<file path="config.mk">
export PLATFORM = sky130hd
export DESIGN_NAME = lzwd_front
export DESIGN_NICKNAME = d
export VERILOG_FILES = /design/src/rtl/lzwd_pkg.sv /design/src/rtl/lzwd_front.sv
export SDC_FILE = /design/constraint.sdc
export NUM_CORES = 1
export LEC_CHECK = 0
export BUFFER_PORTS_ARGS = -buffer_cell sky130_fd_sc_hd__buf_2
export CAP_MARGIN = 20
export CELL_PAD_IN_SITES_DETAIL_PLACEMENT = 0
export CELL_PAD_IN_SITES_GLOBAL_PLACEMENT = 1
export CORE_ASPECT_RATIO = 1.5
export CORE_MARGIN = 2
export CORE_UTILIZATION = 39
export CTS_CLUSTER_SIZE = 40
export DETAILED_ROUTE_END_ITERATION = 16
export PLACE_DENSITY_LB_ADDON = 0.1
export SYNTH_ARGS = -nofsm -noshare
export SYNTH_HDL_FRONTEND = slang
export SYNTH_SLANG_ARGS = --single-unit
</file>
<file path="constraint.sdc">
create_clock -name aclk -period 2 [get_ports aclk]
set_input_delay 0.6 -clock aclk [delete_from_list [all_inputs] [get_ports aclk]]
set_output_delay 0.6 -clock aclk [all_outputs]
set_load 0.03 [all_outputs]
</file>
<file path="src/rtl/lzwd_pkg.sv">
// Shared types and constants for the LZSS window decoder.
// No dependencies; imported by every module of the block.
package lzwd_pkg;

    // Configuration register file.
    localparam int CFG_W = 24;
    localparam logic [CFG_W-1:0] OUT_LENGTH_RST  = 24'd4096;
    localparam logic [CFG_W-1:0] TOKEN_LIMIT_DFLT = 24'd200000;

    localparam logic REG_OUT_LENGTH  = 1'b0;
    localparam logic REG_TOKEN_LIMIT = 1'b1;

    // History window geometry.
    localparam int WIN_DEPTH = 4096;
    localparam int WIN_AW    = 12;

    // Command queue between the front and the back.
    localparam int CMD_DEPTH = 4;
    localparam int CMD_AW    = 2;

    // Run status codes.
    localparam logic [1:0] ST_RUN   = 2'd0;
    localparam logic [1:0] ST_LEN   = 2'd1;
    localparam logic [1:0] ST_TRUNC = 2'd2;
    localparam logic [1:0] ST_TOK   = 2'd3;

    // Command kinds produced by the front.
    localparam logic [1:0] K_CTRL = 2'd0;
    localparam logic [1:0] K_LIT  = 2'd1;
    localparam logic [1:0] K_REF0 = 2'd2;
    localparam logic [1:0] K_COPY = 2'd3;

    // One classified input byte. For a literal, data[7:0] is the byte; for a copy,
    // data is the window position and len the length minus three.
    typedef struct packed {
        logic [1:0]        kind;
        logic [WIN_AW-1:0] data;
        logic [3:0]        len;
        logic              last;
    } cmd_t;

    typedef struct packed {
        logic [CFG_W-1:0] out_length;
        logic [CFG_W-1:0] token_limit;
    } cfg_t;

endpackage

</file>
<file path="src/rtl/lzwd_front.sv">
// Token front: tracks the control flags and turns each input byte into a command.
// Depends on lzwd_pkg for the command type and kind codes.
module lzwd_front (
    input  logic           aclk,
    input  logic           aresetn,
    input  logic           s_valid,
    output logic           s_ready,
    input  logic [7:0]     s_in_byte,
    input  logic           s_in_last,
    input  logic           q_full,
    output logic           q_push,
    output lzwd_pkg::cmd_t q_data
);
    import lzwd_pkg::*;

    localparam logic [1:0] PH_CTRL = 2'd0;
    localparam logic [1:0] PH_LIT  = 2'd1;
    localparam logic [1:0] PH_REF0 = 2'd2;
    localparam logic [1:0] PH_REF1 = 2'd3;

    logic [1:0]  phase_reg, phase_next;
    logic [15:0] flag_reg, flag_next;
    logic [7:0]  held_reg;
    logic [15:0] flag_shifted;
    logic [1:0]  phase_after_token;

    assign s_ready = !q_full;
    assign q_push  = s_valid && !q_full;

    // Phase that follows a finished token, taken from the next flag.
    assign flag_shifted = {1'b0, flag_reg[15:1]};
    always_comb begin
        if (!flag_shifted[8]) begin
            phase_after_token = PH_CTRL;
        end else if (flag_shifted[0]) begin
            phase_after_token = PH_LIT;
        end else begin
            phase_after_token = PH_REF0;
        end
    end

    // Classify the byte and advance the flag state on each transfer.
    always_comb begin
        phase_next  = phase_reg;
        flag_next   = flag_reg;
        q_data.kind = K_CTRL;
        q_data.data = {4'h0, s_in_byte};
        q_data.len  = s_in_byte[3:0];
        q_data.last = s_in_last;
        case (phase_reg)
            PH_CTRL: begin
                q_data.kind = K_CTRL;
                flag_next   = {8'hff, s_in_byte};
                phase_next  = s_in_byte[0] ? PH_LIT : PH_REF0;
            end
            PH_LIT: begin
                q_data.kind = K_LIT;
                flag_next   = flag_shifted;
                phase_next  = phase_after_token;
            end
            PH_REF0: begin
                q_data.kind = K_REF0;
                phase_next  = PH_REF1;
            end
            PH_REF1: begin
                q_data.kind = K_COPY;
                q_data.data = {s_in_byte[7:4], held_reg};
                flag_next   = flag_shifted;
                phase_next  = phase_after_token;
            end
            default: begin
                phase_next = PH_CTRL;
            end
        endcase
    end

    always_ff @(posedge aclk) begin
        if (!aresetn) begin
            phase_reg <= PH_CTRL;
            flag_reg  <= '0;
        end else if (q_push) begin
            phase_reg <= phase_next;
            flag_reg  <= flag_next;
        end
    end

    // The first reference byte is held until its partner arrives.
    always_ff @(posedge aclk) begin
        if (q_push && (phase_reg == PH_REF0)) begin
            held_reg <= s_in_byte;
        end
    end

endmodule

</file>
==> impl_results.md <==
* Routability Congestion at about 0.65
* Adder-cell area share of the yosys netlist at 0%
* Cells after Synth at 98
* Ys flop type: dfxtp_1
* Post-CTS Hold Buffers at 0
* DP HPWL at 1640 um
* Top cells by area, synth: dfxtp_1 (29%), edfxtp_1 (20%), o211a_1 (7.7%)
* Worst Hold Class: register to register
* Clk slew on worst S/H paths at 0.08 ns
* Delay-heaviest family, CP: multiplexers
* CTS tree: yes
* Measured slew at the worst slew-check pin at 0.351 ns
* I/O Buffers at 31
* Max-cap viol count at 0
* Flops & latches, synth at 25
* Post-CTS resize count at 1
* Via count at 818
* Num rows at 24
* # DRC at 0
* Peak fanout along the critical path at 8
* Clock Power Share at between 20 and 30%
* Mux contribution to synthesized area at 13.6%
* Clock sink count at 25
* Number of synthesized flops with an enable pin at 8
* Post-CTS Repair Setup Buffers at 0
* Final #Nets at 135
* Syn Nets at 111
* Yosys Warn Count at 0
* Sw frac at 25.7%
* Final Hold Slack at 0.502 ns
* Critical path type: register to output port
* Die height at 71.2 um
* I/O pin total at 34
* Status: finished, final reports clean
* Post-synthesis async set-or-reset flop share at 0%
* Setup TNS at 0 ns
* Cell-internal power at 760 uW
* Critical Path Max Stage Delay at ~0.36 ns
* Clock Root Buffer: clkbuf_8
* Unrepaired setup endpoints after global routing: false
* # setup viols final at 0
* Final-report hold violation count at 0
* Slew Viols, Final at 0
* Critical path's slowest cell: mux2_2
* Worst VDD drop at 460 uV
* Largest family of logic cells by synthesized area: compound AO/OA/AOI/OAI gates
* Vias in the first global route at 839
* Synth Area in Simple Gates at 11.3%
* Clock insertion delay at the later pin of the skew report at 0.26 ns
* P_sw at 263 uW
* Buffers & Inverters on Critical Path at 1
* Final min period at ~1.9 ns
* # H-tree levels at 1
* Largest area contributor in the netlist: dfxtp_1
* Pre-Repair DR Iteration Count at 3
* Mean Syn Cell Area at 12.0 um^2
* Leakage power at around 0.00064 uW
* Mapped cell area at between 0.001 and 0.0015 mm^2
* Largest net degree at the start of global routing at 18
* Most common library cells after synthesis: dfxtp_1 (17), o211a_1 (9), edfxtp_1 (8), mux2_2 (8), nand3_1 (8)
* Maximum clock frequency at 524 MHz
* CTS buffer count at 3
* Die width at 48.8 um
* Top-count cell post-synth: dfxtp_1
* Synth top area share at slightly below 30%
* Slew margin rel. at 76.5%
* Worst Skew at 0.00175 ns
* Layout cells sized above 1 at ~40%
* Capturing element type of the critical path: output port
* Clk buf depth at 2
* Die area at approximately 0.0035 mm^2
* Post-synthesis sequential area ratio at 49.4%
* Routed wire per std cell at 14.1 um
* Initial antenna violation count at 0
* Initial core utilization at 40.8%
* Core area at between 0.002 and 0.003 mm^2
* # diodes at 0
* Logic pwr share at 16.2%
* XOR/XNOR Fraction of Synth Area at 0%
* DR iter-0 viols at 21
* Startpoint types: register
* Overall Global Routing Usage at around 14%
* Synthesis-to-layout area growth at 14.5%
* Antenna Violating Nets Remaining at 0
* Flop pwr share at between 50% and 60%
* Routed wire length at between 2000 and 2500 um
* CP arrival at 1.31 ns
* Grt ovf at 0
* Crit path cell chain: nand2_2 > mux2_2 > buf_2
* Number of flip-flops in the largest register at 15
* Compound-Gate Fraction of Synth Area at about 16%
* First-pass GRT wire length at a little under 4000 um
* Worst Path Required at 1.40 ns
* Routed vias/inst at 5.11
* Pwr dens at around 760 mW/mm^2
* Tcrit/Tclk final at 95.3%
* Netlist cell types at 24
-- path summary, 6_finish.rpt --
check                                          startpoint                  endpoint  slack [ns]  cells past startpoint
worst max-delay path                             register                q_data[11]        0.09                      3
worst min-delay path             flag_reg[2]$_SDFFE_PN0P_  flag_reg[2]$_SDFFE_PN0P_        0.50                      1
worst max register to register  phase_reg[0]$_SDFFE_PN0P_     held_reg[2]$_DFFE_PP_        0.57                      4
worst min register to register   flag_reg[2]$_SDFFE_PN0P_  flag_reg[2]$_SDFFE_PN0P_        0.50                      1
-- metal layers --
| metal | vias up | routed length (um) | GRT usage, % |
|---|---|---|---|
| met5 | - | 0 | 0 |
| met4 | 0 | 47 | 6.67 |
| met3 | 5 | 76 | 2.08 |
| met2 | 19 | 1180 | 25.9 |
| met1 | 390 | 949 | 16.1 |
| li1 | 404 | - | - |
-- layout make-up --
type	count	area (um^2)
Multi-Input combinational cell	56	482
Timing Repair Buffer	35	185
Clock buffer	4	45.0
Inverter	1	3.75
Sequential cell	25	581
Tap cell	39	48.8
Fill cell	288	1540
-- power groups by stage --
| stage | combinational, uW | clock (uW) | sequential (uW) |
|---|---|---|---|
| global placement | 166 | 0 | 575 |
| CTS | 169 | 304 | 564 |
| detailed placement | 168 | 0 | 576 |
| global route | 181 | 326 | 568 |
| finish | 166 | 293 | 564 |
| floorplan | 139 | 0 | 572 |
-- stage by stage --
step	utilization, %	area (um^2)	worst slack [ns]	instances	total power, uW
floorplan	-	1170	0.149	98	711
global placement	45.0	1300	0.197	156	741
detailed placement	45.0	1300	0.207	156	744
CTS	46.7	1350	0.0810	160	1040
global route	46.7	1350	0.0155	160	1080
finish	46.7	1350	0.0934	160	1020
-- cell usage in the layout, fill, tap and decap left out, drive strengths merged --
cell     n
nor2     1
mux2i    7
dfxtp   17
mux2     8
o211a    9
clkbuf   4
o221a    7
nand2    2
buf     35
inv      1
o21ai    1
o21a     1
and3     4
nor2b    2
edfxtp   8
nor3b    1
nand3b   1
nand3    8
nand2b   2
and2     1
a21oi    1
-- logic make-up (layout without fill, tap and decap cells) --
kind of cell           count (synthesis)  after routing
DFF                                   25             25
and+or+nand+nor                       22             22
AOI/OAI and AO/OA                     19             19
buffers and inverters                 17             40
muxes                                 15             15
No activity file was read; power rests on OpenSTA's default activity.
