<file path="config.mk">
export PLATFORM = sky130hd
export DESIGN_NAME = lzwd_cmd_fifo
export DESIGN_NICKNAME = d
export VERILOG_FILES = /design/src/rtl/lzwd_pkg.sv /design/src/rtl/lzwd_cmd_fifo.sv
export SDC_FILE = /design/constraint.sdc
export NUM_CORES = 1
export LEC_CHECK = 0
export BUFFER_PORTS_ARGS = -buffer_cell sky130_fd_sc_hd__buf_2
export CAP_MARGIN = 20
export CORE_MARGIN = 10
export CORE_UTILIZATION = 50
export CTS_BUF_LIST = sky130_fd_sc_hd__clkbuf_2
export CTS_CLUSTER_SIZE = 16
export DETAILED_ROUTE_END_ITERATION = 10
export PLACE_DENSITY = 0.77
export SYNTH_ARGS = -nofsm -noshare
export SYNTH_HDL_FRONTEND = slang
export SYNTH_SLANG_ARGS = --single-unit
</file>
<file path="constraint.sdc">
create_clock -name aclk -period 4.2 [get_ports aclk]
set_input_delay 0.63 -clock aclk [delete_from_list [all_inputs] [get_ports aclk]]
set_output_delay 0.63 -clock aclk [all_outputs]
set_load 0.05 [all_outputs]
</file>
<file path="src/rtl/lzwd_pkg.sv">
// Shared types and constants for the LZSS window decoder.
// No dependencies; imported by every module of the block.
package lzwd_pkg;

    // Configuration register file.
    localparam int CFG_W = 24;
    localparam logic [CFG_W-1:0] OUT_LENGTH_RST  = 24'd4096;
    localparam logic [CFG_W-1:0] TOKEN_LIMIT_DFLT = 24'd200000;

    localparam logic REG_OUT_LENGTH  = 1'b0;
    localparam logic REG_TOKEN_LIMIT = 1'b1;

    // History window geometry.
    localparam int WIN_DEPTH = 4096;
    localparam int WIN_AW    = 12;

    // Command queue between the front and the back.
    localparam int CMD_DEPTH = 4;
    localparam int CMD_AW    = 2;

    // Run status codes.
    localparam logic [1:0] ST_RUN   = 2'd0;
    localparam logic [1:0] ST_LEN   = 2'd1;
    localparam logic [1:0] ST_TRUNC = 2'd2;
    localparam logic [1:0] ST_TOK   = 2'd3;

    // Command kinds produced by the front.
    localparam logic [1:0] K_CTRL = 2'd0;
    localparam logic [1:0] K_LIT  = 2'd1;
    localparam logic [1:0] K_REF0 = 2'd2;
    localparam logic [1:0] K_COPY = 2'd3;

    // One classified input byte. For a literal, data[7:0] is the byte; for a copy,
    // data is the window position and len the length minus three.
    typedef struct packed {
        logic [1:0]        kind;
        logic [WIN_AW-1:0] data;
        logic [3:0]        len;
        logic              last;
    } cmd_t;

    typedef struct packed {
        logic [CFG_W-1:0] out_length;
        logic [CFG_W-1:0] token_limit;
    } cfg_t;

endpackage

</file>
<file path="src/rtl/lzwd_cmd_fifo.sv">
// Small command queue that decouples the token front from the copy back.
// Depends on lzwd_pkg for the command type and depth.
module lzwd_cmd_fifo (
    input  logic          aclk,
    input  logic          aresetn,
    input  logic          push,
    input  lzwd_pkg::cmd_t push_data,
    output logic          full,
    input  logic          pop,
    output lzwd_pkg::cmd_t head,
    output logic          empty
);
    import lzwd_pkg::*;

    cmd_t              entry_reg [CMD_DEPTH];
    logic [CMD_AW-1:0] wr_ptr_reg, wr_ptr_next;
    logic [CMD_AW-1:0] rd_ptr_reg, rd_ptr_next;
    logic [CMD_AW:0]   count_reg, count_next;

    assign full  = (count_reg == (CMD_AW+1)'(CMD_DEPTH));
    assign empty = (count_reg == '0);
    assign head  = entry_reg[rd_ptr_reg];

    // Pointer and occupancy update.
    always_comb begin
        wr_ptr_next = wr_ptr_reg;
        rd_ptr_next = rd_ptr_reg;
        count_next  = count_reg;
        if (push) begin
            wr_ptr_next = wr_ptr_reg + 1'b1;
        end
        if (pop) begin
            rd_ptr_next = rd_ptr_reg + 1'b1;
        end
        if (push && !pop) begin
            count_next = count_reg + 1'b1;
        end else if (pop && !push) begin
            count_next = count_reg - 1'b1;
        end
    end

    always_ff @(posedge aclk) begin
        if (!aresetn) begin
            wr_ptr_reg <= '0;
            rd_ptr_reg <= '0;
            count_reg  <= '0;
        end else begin
            wr_ptr_reg <= wr_ptr_next;
            rd_ptr_reg <= rd_ptr_next;
            count_reg  <= count_next;
        end
    end

    // Entry storage carries payload only.
    always_ff @(posedge aclk) begin
        if (push) begin
            entry_reg[wr_ptr_reg] <= push_data;
        end
    end

endmodule

</file>
==> flow_summary_export.csv, run 1 <==
group,metric,value,unit
synth,synth_seq_cells,85,
place,place_area,3528,um^2
clock_network,cts_tree,"built",
final_layout,area_growth,12.94,%
flow_run,cap_viol_max_count,0,
sta,hold_viol,0,
sta,skew,0.01966,ns
worst_setup_path,r2r_end,"entry_reg[0][1]",
worst_setup_path,endpoint,"head[7]",
clock_network,ctsLongestPathBuffers,2,
final_layout,final_core_util,57.79,%
detailed_routing,drc,0,
synth,synth.area.top_cells,"edfxtp_1 71%, mux4_1 7.3%, mux4_2 7.0%",
synth,syn_area_per_cell,22.75,um^2
min_path,hold_depth,1,
die,die_y,100.4,um
clock_network,root_buffer,"clkbuf_2",
pwr,ir_worst_vdd,0.0002880,V
outcome,status,"complete, no violations",
synth,syn-cell-area,3231,um^2
clock_network,cts.repair.resized,0,
synth,syn-num-nets,171,
global_route,grt_pass1_vias,1598,
detailed_routing,drtPass1Iterations,4,
global_route,grt_pass1_wl,8487,um
pwr,p_leak,1.283,nW
synth,synth_most_common_cell,"edfxtp_1",
sta,tns,0,ns
global_route,grt_start_max_net_pins,20,
final_layout,final_layout_size_suffix_gt1_share,35.35,%
detailed_routing,first_iter_violations,76,
worst_setup_path,r2r_setup_slack,2.40,ns
detailed_routing,avgRoutedWirePerCell,19.38,um
clock_network,post-cts-setup-buffer-count,0,
sta,relSlewSlack,35.62,%
worst_setup_path,crit_fanout,10,
final_layout,antenna_cells,0,
detailed_routing,final_antenna_net_count,0,
final_layout,layout.nets,222,
synth,syn_inst,142,
synth,yosysTopAreaCellShare,70.64,%
sta,hold_slack,0.3000,ns
die,initial_utilization,51.17,%
synth,async_flop_share,0,%
sta,post-route-min-period,2.895,ns
worst_setup_path,regToRegStartpoint,"wr_ptr_reg[0]",
detailed_routing,drt_wl_total,5329,um
sta,setup_viol,0,
global_route,gr-total-overflow,0,
die,rows,29,
detailed_routing,vias_per_cell,5.396,
min_path,hold_path_class,"in2reg",
global_route,gr-usage-all-layers,11.25,%
place,port_buffers,43,
sta,worst_slew_pin_slew,0.9657,ns
synth,synth_top_area_cell,"edfxtp_1",
synth,synth-edff-count,76,
synth,synth_common_cells,"76 x edfxtp_1, 10 x mux4_2, 9 x and2_1, 9 x dfxtp_1, 9 x mux4_1",
worst_setup_path,worstRegToRegCells,3,
place,gp_congestion,0.6773,
clock_network,clock_sinks,85,
die,coreArea,6314,um^2
global_route,antenna_found_initial,0,
synth,yosysSeqAreaShare,76.22,%
pwr,power.density,462.6,nW/um^2
worst_setup_path,setup.worst_path.end_class,"primary output",
sta,slew_violations,0,
synth,ys_types,21,
clock_network,htreeDepth,3,
die,ios,44,
final_layout,largest_register_ffs,76,
synth,synthFlopType,"edfxtp_1",
synth,yosysWarningCount,0,
sta,max_freq,345.4,MHz
clock_network,clock_latency,0.50,ns
worst_setup_path,crit_arrival,2.26,ns
sta,rsz0062_at_grt,"no",
worst_setup_path,path_class,"reg2out",
clock_network,path_clk_slew,0.24,ns
clock_network,cts_hold_buf,0,
die,die_w,100.4,um
worst_setup_path,crit_required,3.57,ns
place,dp_hpwl,3647,um
die,die_area,10080,um^2
sta,post-route-period-util,68.93,%
final_layout,finalInstanceArea,3649,um^2
clock_network,numCtsBuffers,9,
detailed_routing,num_vias,1484,
worst_setup_path,critPathLaunchType,"flip-flop",
## kinds of logic (layout without fill, tap and decap cells)
| kind of cell | Yosys count | count (layout) | share of synthesized area [%] |
|---|---|---|---|
| fa+ha+maj | 6 | 6 | 2.556 |
| compound gates | 2 | 2 | 0.3872 |
| xor+xnor | 5 | 5 | 1.356 |
| buf+inv | 8 | 64 | 1.743 |
| flops | 85 | 85 | 76.22 |
| mux | 21 | 21 | 14.91 |
| simple gates | 15 | 15 | 2.827 |
## layout make-up
class / instances / area [um^2]
Fill cell: 479 / 2665
Sequential cell: 85 / 2462
Multi-Input combinational cell: 49 / 711.9
Timing Repair Buffer: 44 / 242.7
Tap cell: 77 / 96.34
Clock inverter: 7 / 75.07
Clock buffer: 9 / 45.04
Inverter: 4 / 15.01
## per-layer routing
layer  global-route usage (%)  wire length, um  up-vias
li1                         -                -      681
met1                    12.03             2045      754
met4                    5.870              114        0
met5                        0                0        -
met3                    4.945              351       11
met2                    18.45             2817       38
## critical path: stages (launching register included)
cell,delay (ns)
dfxtp_1,0.77
buf_16,0.23
mux4_2,0.52
buf_2,0.23
## per-stage QoR
step	worst slack, ns	power (mW)	instances
4_1_cts	1.232	1.706	275
3_5_place_dp	1.855	1.303	259
6_report	1.305	1.688	275
3_3_place_gp	1.570	1.281	258
2_1_floorplan	2.068	1.224	142
5_1_grt	1.150	1.757	275
## where the power goes
| group | total [mW] | switching (mW) | internal, mW |
|---|---|---|---|
| Combinational | 0.283 | 0.189 | 0.0934 |
| Sequential | 0.996 | 0.0273 | 0.968 |
| Clock | 0.410 | 0.271 | 0.139 |
| Total | 1.69 | 0.488 | 1.20 |
## worst min path at each step
stage / start / end / slack [ns]
5_1_grt: push_data[10] / entry_reg[3][10] / 0.23
2_1_floorplan: count_reg[2] / count_reg[2] / 0.47
6_report: push_data[10] / entry_reg[1][10] / 0.30
3_3_place_gp: count_reg[2] / count_reg[2] / 0.49
4_1_cts: push_data[10] / entry_reg[1][10] / 0.26
3_5_place_dp: count_reg[2] / count_reg[2] / 0.56
## placed cells by master, fill, tap and decap left out
cell	count
clkbuf_2	9
clkinv_4	1
buf_2	43
xor2_1	3
nor3b_1	1
clkinvlp_4	3
nor2b_1	2
dfxtp_1	9
ha_1	5
buf_16	1
mux2i_1	2
a21boi_0	1
mux4_2	10
inv_1	4
or3_1	1
mux4_1	9
xnor2_1	2
nor3_1	1
edfxtp_1	76
fa_1	1
nand2_1	1
and2_1	9
clkinv_2	1
bufinv_16	1
inv_6	1
o21ai_0	1
Note: power is estimated with default switching activity, not from simulation.
==> run 2, diff against run 1 <==
clock period = 2.7 ns   (was 4.2 ns; I/O delays follow)
==> flow_summary_export.csv, run 2 (synthesis gave the netlist of run 1 again) <==
group,metric,value,unit
outcome,status,"complete, no violations",
final_layout,layout_commonest_cell,"edfxtp_1",
worst_setup_path,crit_cells,3,
pwr,p_leak,1.298,nW
place,dp_slack,0.6658,ns
worst_setup_path,cpPeakStageDelay,0.59,ns
die,coreArea,6314,um^2
detailed_routing,drc,0,
clock_network,ctsLongestPathBuffers,2,
place,gp_congestion,0.6874,
detailed_routing,num_vias,1541,
sta,setup_viol,0,
sta,setup_ws,0.3885,ns
worst_setup_path,cpLargestDelayFamily,"multiplexers",
sta,hold_viol,0,
worst_setup_path,setup.worst_path.end_class,"primary output",
die,die_area,10080,um^2
final_layout,fill_cells,489,
final_layout,layout.nets,228,
place,port_buffers,43,
flow_run,cap_viol_max_count,0,
pwr,power.density,699.0,nW/um^2
sta,tns,0,ns
min_path,hold_depth,1,
worst_setup_path,crit_fanout,9,
pwr,total_power,2.554,mW
final_layout,final_layout_size_suffix_gt1_share,37.75,%
final_layout,largest_register_ffs,76,
worst_setup_path,crit_arrival,1.91,ns
detailed_routing,vias_per_cell,5.484,
clock_network,htreeDepth,3,
worst_setup_path,cp_num_buf_inv,2,
pwr,ir_worst_vdd,0.0004165,V
global_route,gr-usage-all-layers,11.68,%
clock_network,clock_latency,0.49,ns
sta,worst_slew_pin_slew,0.7006,ns
detailed_routing,drt_wl_total,5645,um
min_path,hold_path_class,"in2reg",
global_route,grt_pass1_vias,1672,
detailed_routing,avgRoutedWirePerCell,20.09,um
final_layout,most-common-layout-cells,"76 x edfxtp_1, 43 x buf_2, 10 x mux4_2, 10 x clkbuf_2",
global_route,grt_start_max_net_pins,16,
global_route,antenna_found_initial,0,
die,die_w,100.4,um
clock_network,root_buffer,"clkbuf_2",
global_route,grt_pass1_wl,8838,um
clock_network,path_clk_slew,0.23,ns
worst_setup_path,worstPathCellList,"buf_4, mux4_1, buf_2",
final_layout,area_growth,13.09,%
sta,skew,0.01224,ns
worst_setup_path,crit_required,2.30,ns
sta,max_freq,432.6,MHz
clock_network,cts_tree,"built",
clock_network,clock_sinks,85,
sta,rsz0062_at_grt,"no",
worst_setup_path,worstRegToRegCells,3,
worst_setup_path,critPathLaunchType,"flip-flop",
sta,slew_violations,0,
clock_network,post-cts-setup-buffer-count,0,
place,dp_hpwl,3984,um
sta,post-route-min-period,2.312,ns
detailed_routing,first_iter_violations,74,
final_layout,antenna_cells,0,
die,initial_utilization,51.17,%
clock_network,cts_hold_buf,0,
global_route,gr-total-overflow,0,
worst_setup_path,path_class,"reg2out",
sta,relSlewSlack,53.29,%
die,die_y,100.4,um
sta,post-route-period-util,85.61,%
die,ios,44,
detailed_routing,drtPass1Iterations,4,
detailed_routing,final_antenna_net_count,0,
die,rows,29,
worst_setup_path,slowest_stage,"mux4_1",
clock_network,numCtsBuffers,9,
run 2: worst paths after layout:
| kind | startpoint | slack [ns] | end |
|---|---|---|---|
| worst max-delay path | flip-flop | 0.39 | head[18] |
| worst min-delay path | push_data[0] | 0.09 | entry_reg[2][0] |
| worst max register to register | wr_ptr_reg[0] | 0.93 | entry_reg[1][7] |
| worst min register to register | count_reg[2] | 0.55 | count_reg[2] |
run 2: routing by layer:
metal | global-route usage [%] | vias to the layer above | wire [um]
li1 | - | 697 | -
met1 | 12.31 | 808 | 2178
met2 | 20.57 | 30 | 3109
met3 | 4.396 | 6 | 286
met4 | 4.565 | 0 | 70
met5 | 0 | - | 0
run 2: timing repair:
item                                   in CTS  in global routing
gates resized for setup                     0                  1
setup endpoints to repair                   0                  2
endpoints found under the hold margin       0                  0
run 2: per-stage QoR:
step / instance area (um^2) / util, % / std cells / hold slack (ns)
floorplan: 3231 / - / 142 / 0.4724
global placement: 3553 / 56.28 / 265 / 0.4819
detailed placement: 3553 / 56.28 / 265 / 0.5311
CTS: 3652 / 57.85 / 281 / 0.04984
global route: 3654 / 57.87 / 281 / 0.002782
finish: 3654 / 57.87 / 281 / 0.09468
run 2: cell type report:
type	instances	area (um^2)	share of cell area, %
Clock inverter	6	48.80	1.336
Tap cell	77	96.34	2.637
Inverter	4	15.01	0.4110
Multi-Input combinational cell	49	711.9	19.49
Timing Repair Buffer	50	267.8	7.329
Sequential cell	85	2464	67.43
Clock buffer	10	50.05	1.370
run 2: power breakdown:
group          internal [mW]  switching (mW)  leakage [nW]
clock                  0.131           0.430        0.0547
combinational          0.146           0.308         0.471
sequential              1.51          0.0330         0.773
total                   1.78           0.771          1.30
==> run 3, diff against run 2 <==
CORE_MARGIN = 2   (was 10)
==> flow_summary_export.csv, run 3 (synthesis gave the netlist of run 1 again) <==
group,metric,value,unit
clock_network,numCtsBuffers,9,
min_path,hold_path_startpoint,"push_data[3]",
sta,skew,0.02137,ns
worst_setup_path,slowest_stage,"mux4_1",
sta,setup_viol,0,
worst_setup_path,r2r_setup_slack,1.02,ns
die,rows,29,
clock_network,root_buffer,"clkbuf_2",
final_layout,antenna_cells,0,
sta,post-route-period-util,88.56,%
clock_network,clock_sinks,85,
worst_setup_path,worstRegToRegCells,4,
worst_setup_path,cpPeakStageDelay,0.61,ns
detailed_routing,drtPass1Iterations,2,
detailed_routing,first_iter_violations,52,
die,coreArea,6314,um^2
sta,rsz0062_at_grt,"no",
global_route,gr-usage-all-layers,15.15,%
clock_network,ctsLongestPathBuffers,2,
place,port_buffers,43,
global_route,grt_pass1_vias,1624,
worst_setup_path,setup.worst_path.end_class,"primary output",
place,dp_slack,0.7033,ns
clock_network,post-cts-setup-buffer-count,0,
detailed_routing,avgRoutedWirePerCell,17.72,um
detailed_routing,vias_per_cell,5.279,
clock_network,path_clk_slew,0.22,ns
sta,worst_slew_pin_slew,0.5202,ns
place,place_area,3546,um^2
final_layout,layout_commonest_cell,"edfxtp_1",
clock_network,clock_latency,0.48,ns
detailed_routing,final_antenna_net_count,0,
detailed_routing,drt_wl_total,4962,um
clock_network,cts.repair.resized,0,
global_route,antenna_found_initial,0,
worst_setup_path,worstPathCellList,"buf_4, mux4_1, buf_2",
worst_setup_path,crit_required,2.30,ns
final_layout,largest_register_ffs,76,
clock_network,cts_tree,"built",
global_route,grt_start_max_net_pins,20,
sta,tns,0,ns
place,gp_congestion,0.6957,
die,die_w,84.38,um
clock_network,cts_hold_buf,0,
sta,relSlewSlack,65.32,%
place,dp_hpwl,3354,um
worst_setup_path,cpLargestDelayFamily,"multiplexers",
worst_setup_path,regToRegStartpoint,"wr_ptr_reg[0]",
sta,slew_violations,0,
worst_setup_path,crit_fanout,19,
die,die_area,7120,um^2
worst_setup_path,r2r_end,"entry_reg[0][0]",
sta,setup_ws,0.3089,ns
pwr,p_leak,1.314,nW
min_path,min_to,"entry_reg[0][3]",
die,die_y,84.38,um
outcome,status,"complete, no violations",
global_route,gr-total-overflow,0,
worst_setup_path,cp_num_buf_inv,2,
sta,post-route-min-period,2.391,ns
min_path,hold_path_class,"in2reg",
die,ios,44,
detailed_routing,drc,0,
worst_setup_path,crit_arrival,1.99,ns
global_route,grt_pass1_wl,8107,um
final_layout,layout.nets,227,
final_layout,area_growth,14.02,%
die,initial_utilization,51.17,%
worst_setup_path,path_class,"reg2out",
pwr,power.density,728.9,nW/um^2
final_layout,final_layout_size_suffix_gt1_share,36.45,%
sta,hold_viol,0,
detailed_routing,num_vias,1478,
min_path,hold_depth,1,
final_layout,finalInstanceArea,3684,um^2
final_layout,most-common-layout-cells,"76 x edfxtp_1, 43 x buf_2, 10 x mux4_2, 10 x clkbuf_2",
flow_run,cap_viol_max_count,0,
pwr,ir_worst_vdd,0.0004253,V
sta,max_freq,418.2,MHz
clock_network,htreeDepth,3,
worst_setup_path,critPathLaunchType,"flip-flop",
==> run 3: cell types whose count changed in the layout (fill, tap and decap cells not counted) <==
cell | previous run | this run
dfxtp_2 | 1 | 0
clkinvlp_4 | 3 | 2
dfxtp_1 | 8 | 9
clkinv_4 | 2 | 1
clkinv_1 | 0 | 1
bufinv_16 | 0 | 2
inv_6 | 1 | 0
buf_4 | 7 | 6
==> run 3: layout make-up <==
type | count | area (um^2)
fillers | 484 | 2630
flip-flops and latches | 85 | 2462
multi-input cells | 49 | 711.9
repair buffers | 49 | 260.3
well taps | 77 | 96.34
clock inverters | 6 | 87.58
clock buffers | 10 | 50.05
inverters | 4 | 15.01
==> run 3: worst reg2reg max path, cell delays in order, from the launching register on <==
cell and delay (ns):
dfxtp_1 0.40, inv_1 0.11, ha_1 0.14, and2_1 0.45, buf_4 0.30
==> run 3: per-layer routing <==
| metal | global-route usage [%] | up-vias | wire length, um |
|---|---|---|---|
| li1 | - | 689 | - |
| met1 | 17.90 | 758 | 2009 |
| met2 | 26.55 | 25 | 2680 |
| met3 | 5.211 | 6 | 208 |
| met4 | 4.329 | 0 | 63 |
| met5 | 0 | - | 0 |
==> run 3: worst max-delay path by stage <==
| stage | start | endpoint | slack (ns) | cells after the start |
|---|---|---|---|---|
| after floorplan | count_reg[1] | full | 0.79 | 1 |
| after global placement | flip-flop | head[8] | 0.83 | 3 |
| after detailed placement | push | count_reg[2] | 0.70 | 7 |
| after CTS | flip-flop | head[8] | 0.24 | 3 |
| after global routing | flip-flop | head[9] | 0.15 | 3 |
| final | flip-flop | head[8] | 0.31 | 3 |
==> run 3: stage by stage <==
| step | power (mW) | hold slack [ns] | utilization (%) | cells |
|---|---|---|---|---|
| after floorplan | 1.904 | 0.4724 | - | 142 |
| after global placement | 1.994 | 0.4824 | 56.16 | 264 |
| after detailed placement | 2.019 | 0.5407 | 56.16 | 264 |
| after CTS | 2.715 | 0.07051 | 58.34 | 280 |
| after global routing | 2.801 | 0.04435 | 58.34 | 280 |
| final | 2.685 | 0.1102 | 58.34 | 280 |
==> run 3: where the power goes <==
group	internal, mW	switching (mW)
clock	0.308	0.394
sequential	1.50	0.0261
combinational	0.144	0.307
total	1.96	0.727
